<file path="src/rtl/msp_pkg.sv">
`timescale 1ns / 1ps
// -----------------------------------------------------------------------------
// msp_pkg
// Shared types and constants for the minimum-tracking stack.
// -----------------------------------------------------------------------------
package msp_pkg;

    // Stack geometry
    localparam int STACK_DEPTH = 64;
    localparam int ADDR_W      = (STACK_DEPTH > 1) ? $clog2(STACK_DEPTH) : 1;
    localparam int CNT_W       = $clog2(STACK_DEPTH + 1);
    localparam int DATA_W      = 32;

    // Minimum seen by a push onto an empty stack
    localparam logic signed [DATA_W-1:0] EMPTY_MIN = 32'sh7FFF_FFFF;

    // Command codes; code 3 carries no meaning and falls to a default arm
    typedef enum logic [1:0] {
        CMD_PUSH = 2'd0,
        CMD_POP  = 2'd1,
        CMD_PEEK = 2'd2
    } t_cmd;

    // Result status codes
    typedef enum logic [1:0] {
        ST_OK        = 2'd0,
        ST_UNDERFLOW = 2'd1,
        ST_OVERFLOW  = 2'd2
    } t_status;

    // One stack entry: value and minimum of it and everything below
    typedef struct packed {
        logic signed [DATA_W-1:0] value;
        logic signed [DATA_W-1:0] minimum;
    } t_entry;

    // Control bundle from the sequencer to the entry RAM
    typedef struct packed {
        logic              wr_en;
        logic [ADDR_W-1:0] wr_addr;
        logic              rd_en;
        logic [ADDR_W-1:0] rd_addr;
    } t_ram_req;

    // One result item
    typedef struct packed {
        logic signed [DATA_W-1:0] top_value;
        logic signed [DATA_W-1:0] current_min;
        logic                     now_empty;
        logic [1:0]               status;
    } t_result;

endpackage

</file>
<file path="src/rtl/msp_ram.sv">
`timescale 1ns / 1ps
// -----------------------------------------------------------------------------
// msp_ram
// Entry store: one write port, one read port, registered read data.
// -----------------------------------------------------------------------------
module msp_ram
    import msp_pkg::*;
(
    input  logic     i_clk,
    input  t_ram_req i_req,
    input  t_entry   i_wr_data,
    output t_entry   o_rd_data
);

    t_entry r_mem [STACK_DEPTH];
    t_entry r_rd_data;

    // Write port
    always_ff @(posedge i_clk) begin
        if (i_req.wr_en) begin
            r_mem[i_req.wr_addr] <= i_wr_data;
        end
    end

    // Read port, registered read data
    always_ff @(posedge i_clk) begin
        if (i_req.rd_en) begin
            r_rd_data <= r_mem[i_req.rd_addr];
        end
    end

    assign o_rd_data = r_rd_data;

endmodule

</file>
<file path="config.mk">
export PLATFORM = sky130hd
export DESIGN_NAME = msp_ram
export DESIGN_NICKNAME = d
export VERILOG_FILES = /design/src/rtl/msp_pkg.sv /design/src/rtl/msp_ram.sv
export SDC_FILE = /design/constraint.sdc
export NUM_CORES = 2
export LEC_CHECK = 0
export BUFFER_PORTS_ARGS = -buffer_cell sky130_fd_sc_hd__buf_2
export CAP_MARGIN = 25
export CORE_UTILIZATION = 57
export CTS_CLUSTER_SIZE = 28
export DETAILED_ROUTE_END_ITERATION = 10
export PLACE_DENSITY_LB_ADDON = 0.2
export SYNTH_ARGS = -nofsm -noshare
export SYNTH_HDL_FRONTEND = slang
export SYNTH_SLANG_ARGS = --single-unit
</file>
<file path="constraint.sdc">
create_clock -name i_clk -period 6.37 [get_ports i_clk]
set_input_delay 0.9555 -clock i_clk [delete_from_list [all_inputs] [get_ports i_clk]]
set_output_delay 0.9555 -clock i_clk [all_outputs]
set_load 0.03 [all_outputs]
</file>
==> results_dict.tcl <==
set metrics [dict create \
    status "finished clean" \
    fin_tns_setup_ps 0 \
    finish.instance_area_mm2 0.177 \
    postCtsSetupRepairBufs 0 \
    insertion_delay_ps 940 \
    synth_seq_cells 4160 \
    async_flop_share 0 \
    ys_types 32 \
    hpwl_um 222000 \
    cp-start-kind "input port" \
    hold_depth 1 \
    crit_type "input port to flop" \
    grt_pass1_wl_um 582000 \
    setup_violations 0 \
    clock-sinks 4160 \
    crit_fanout 59 \
    drv_slew 0 \
    grt_use_total 0.302 \
    powerDensity_mw_per_mm2 320 \
    dr_total_vias 76100 \
    drv_cap 0 \
    fp.dieW_um 527 \
    worstPathRequired_ps 7020 \
    synth_most_common_cell "edfxtp_1" \
    p_leak_nw 55.4 \
    die-area_mm2 0.278 \
    die_y_um 527 \
    rsz0062_at_grt "false" \
    core_mm2 0.274 \
    synth_edf_count 4160 \
    viasPerCell 6.93 \
    p_total_mw 56.8 \
    ios 143 \
    routed_wl_um 417000 \
    ys_top_cells_by_area "edfxtp_1, mux4_2, mux2i_1" \
    yosys_warnings 0 \
    std_cell_rows 192 \
    max-vdd-ir-drop_uv 298 \
    drive_gt1_frac 0.283 \
    hp-class "input port to flop" \
    htreeDepth 5 \
    firstDrtPassIters 5 \
    critPathArrivalTime_ps 4010 \
    hold_viol 0 \
    utilization 0.648 \
    synth_top_cell_area_share 0.796 \
    grt_max_degree 121 \
    cts_hold_buf 0 \
    finalCritPeriodShare 0.528 \
    overflow 0 \
    netlist_instances 6598 \
    nNetsFinal 7126 \
    cts_buffers 401 \
    portBuffers 142 \
    drt-initial-drc-count 10500 \
    ant_nets 0 \
    synth_area_mm2 0.157 \
    antenna_found_initial 29 \
    max_freq_mhz 297 \
    dpl_cell_area_mm2 0.164 \
    start_util 0.573 \
    drc_errors 0 \
    syn_nets 6677 \
    n_fill_cell 17500 \
    synth_ff_type "edfxtp_1" \
    end_kind "flop" \
    synthTopCellsByCount "edfxtp_1, mux4_2, buf_2, a22oi_1, clkbuf_1" \
    syn-mean-instance-area_um2 23.8 \
    fin_skew_ps 34.8 \
    reg2regPathDepth 5 \
    cts.clk_slew.worst_paths_ps 60 \
    wire_per_inst_um 38.0 \
    syn2layout_area_growth_pct 13.0 \
    min_period_ps 3360 \
    cts_root_buf "clkbuf_16" \
    cts-resized-gates 0 \
    cts_tree "yes" \
    clockBufferDepth 4 \
    slew_headroom 0.208 \
    tightest_slew_ps 1190 \
    grt_pass1_vias 76100 \
    globalplace.congestion 0.844 \
    synth-seq-area-share 0.796 \
    yosysTopAreaCell "edfxtp_1" \
]
[metrics by stage]
stage / hold slack, ps / setup WS [ps] / std cells
2_1_floorplan: 865 / 1380 / 6598
5_1_grt: 248 / 2970 / 11000
3_3_place_gp: 921 / 2160 / 10200
6_report: 252 / 3010 / 11000
4_1_cts: 293 / 3130 / 10900
3_5_place_dp: 930 / 2160 / 10200
[path summary, 6_finish.rpt]
| path | to | start | slack, ps |
|---|---|---|---|
| worst max register to register | o_rd_data[52] | r_mem[51][52] | 4180 |
| worst min-delay path | r_mem[53][35] | i_wr_data[35] | 250 |
| worst max-delay path | o_rd_data[54] | i_req[2] | 3010 |
| worst min register to register | o_rd_data[42] | r_mem[47][42] | 950 |
[sequential cells by signal, summed over array words and instances (netlist names)]
register / flops
o_rd_data: 64
r_mem: 4096
[power breakdown]
part           switching [mW]  leakage, nW  internal [mW]
clock network            10.1         6.27           13.5
logic                    1.70         11.6          0.999
registers               0.117         37.5           30.4
total                    11.9         55.4           44.8
[cells by family after synthesis]
| kind of cell | count (synthesis) | synth area share |
|---|---|---|
| buffers and inverters | 389 | 0.0118 |
| flip-flops | 4160 | 0.796 |
| multiplexers | 1159 | 0.156 |
| AND/OR/NAND/NOR | 386 | 0.0123 |
| AO/OA/AOI/OAI | 504 | 0.0247 |
[placed cells by master, fill, tap and decap left out, drive strengths merged]
| cell | netlist | routed |
|---|---|---|
| nand4 | 2 | 2 |
| nand2b | 11 | 11 |
| nor3 | 2 | 2 |
| a2bb2oi | 19 | 19 |
| and3 | 64 | 64 |
| nor2 | 112 | 112 |
| or3 | 29 | 29 |
| nand3b | 2 | 2 |
| a31o | 1 | 1 |
| buf | 230 | 416 |
| o22ai | 83 | 83 |
| clkinv | 0 | 172 |
| o221ai | 38 | 38 |
| a211oi | 63 | 63 |
| nand3 | 45 | 45 |
| nand2 | 58 | 58 |
| nor2b | 28 | 28 |
| mux4 | 1024 | 1024 |
| or3b | 1 | 1 |
| edfxtp | 4160 | 4160 |
| clkinvlp | 0 | 12 |
| clkbuf | 140 | 499 |
| a31oi | 18 | 18 |
| a22o | 88 | 88 |
| inv | 19 | 33 |
| bufinv | 0 | 42 |
| and2 | 3 | 3 |
| or2 | 28 | 28 |
| a41oi | 26 | 26 |
| mux2i | 135 | 135 |
| a22oi | 168 | 168 |
| nand4b | 1 | 1 |
| diode | 0 | 16 |
[worst max-delay path, stage by stage]
cell	delay (ps)
buf_8	520
and2_4	800
buf_4	650
a22oi_1	140
and3_1	250
a211oi_1	570
[final cells by class]
type	count	area, um2	area share
Sequential cell	4160	125000	0.704
Multi-Input combinational cell	2049	30800	0.174
Clock buffer	499	10600	0.0595
Tap cell	3589	4490	0.0253
Timing Repair Buffer	416	4170	0.0235
Clock inverter	240	2370	0.0134
Inverter	19	71.3	0.000402
Antenna cell	16	40.0	0.000226
[routing by layer]
layer	up-vias	part of all wire	GRT usage
li1	29500	-	-
met4	14	0.041	0.116
met2	4436	0.48	0.480
met1	41400	0.38	0.424
met3	752	0.095	0.0554
met5	-	0.00020	0
Power figures use the tool's default switching activity.
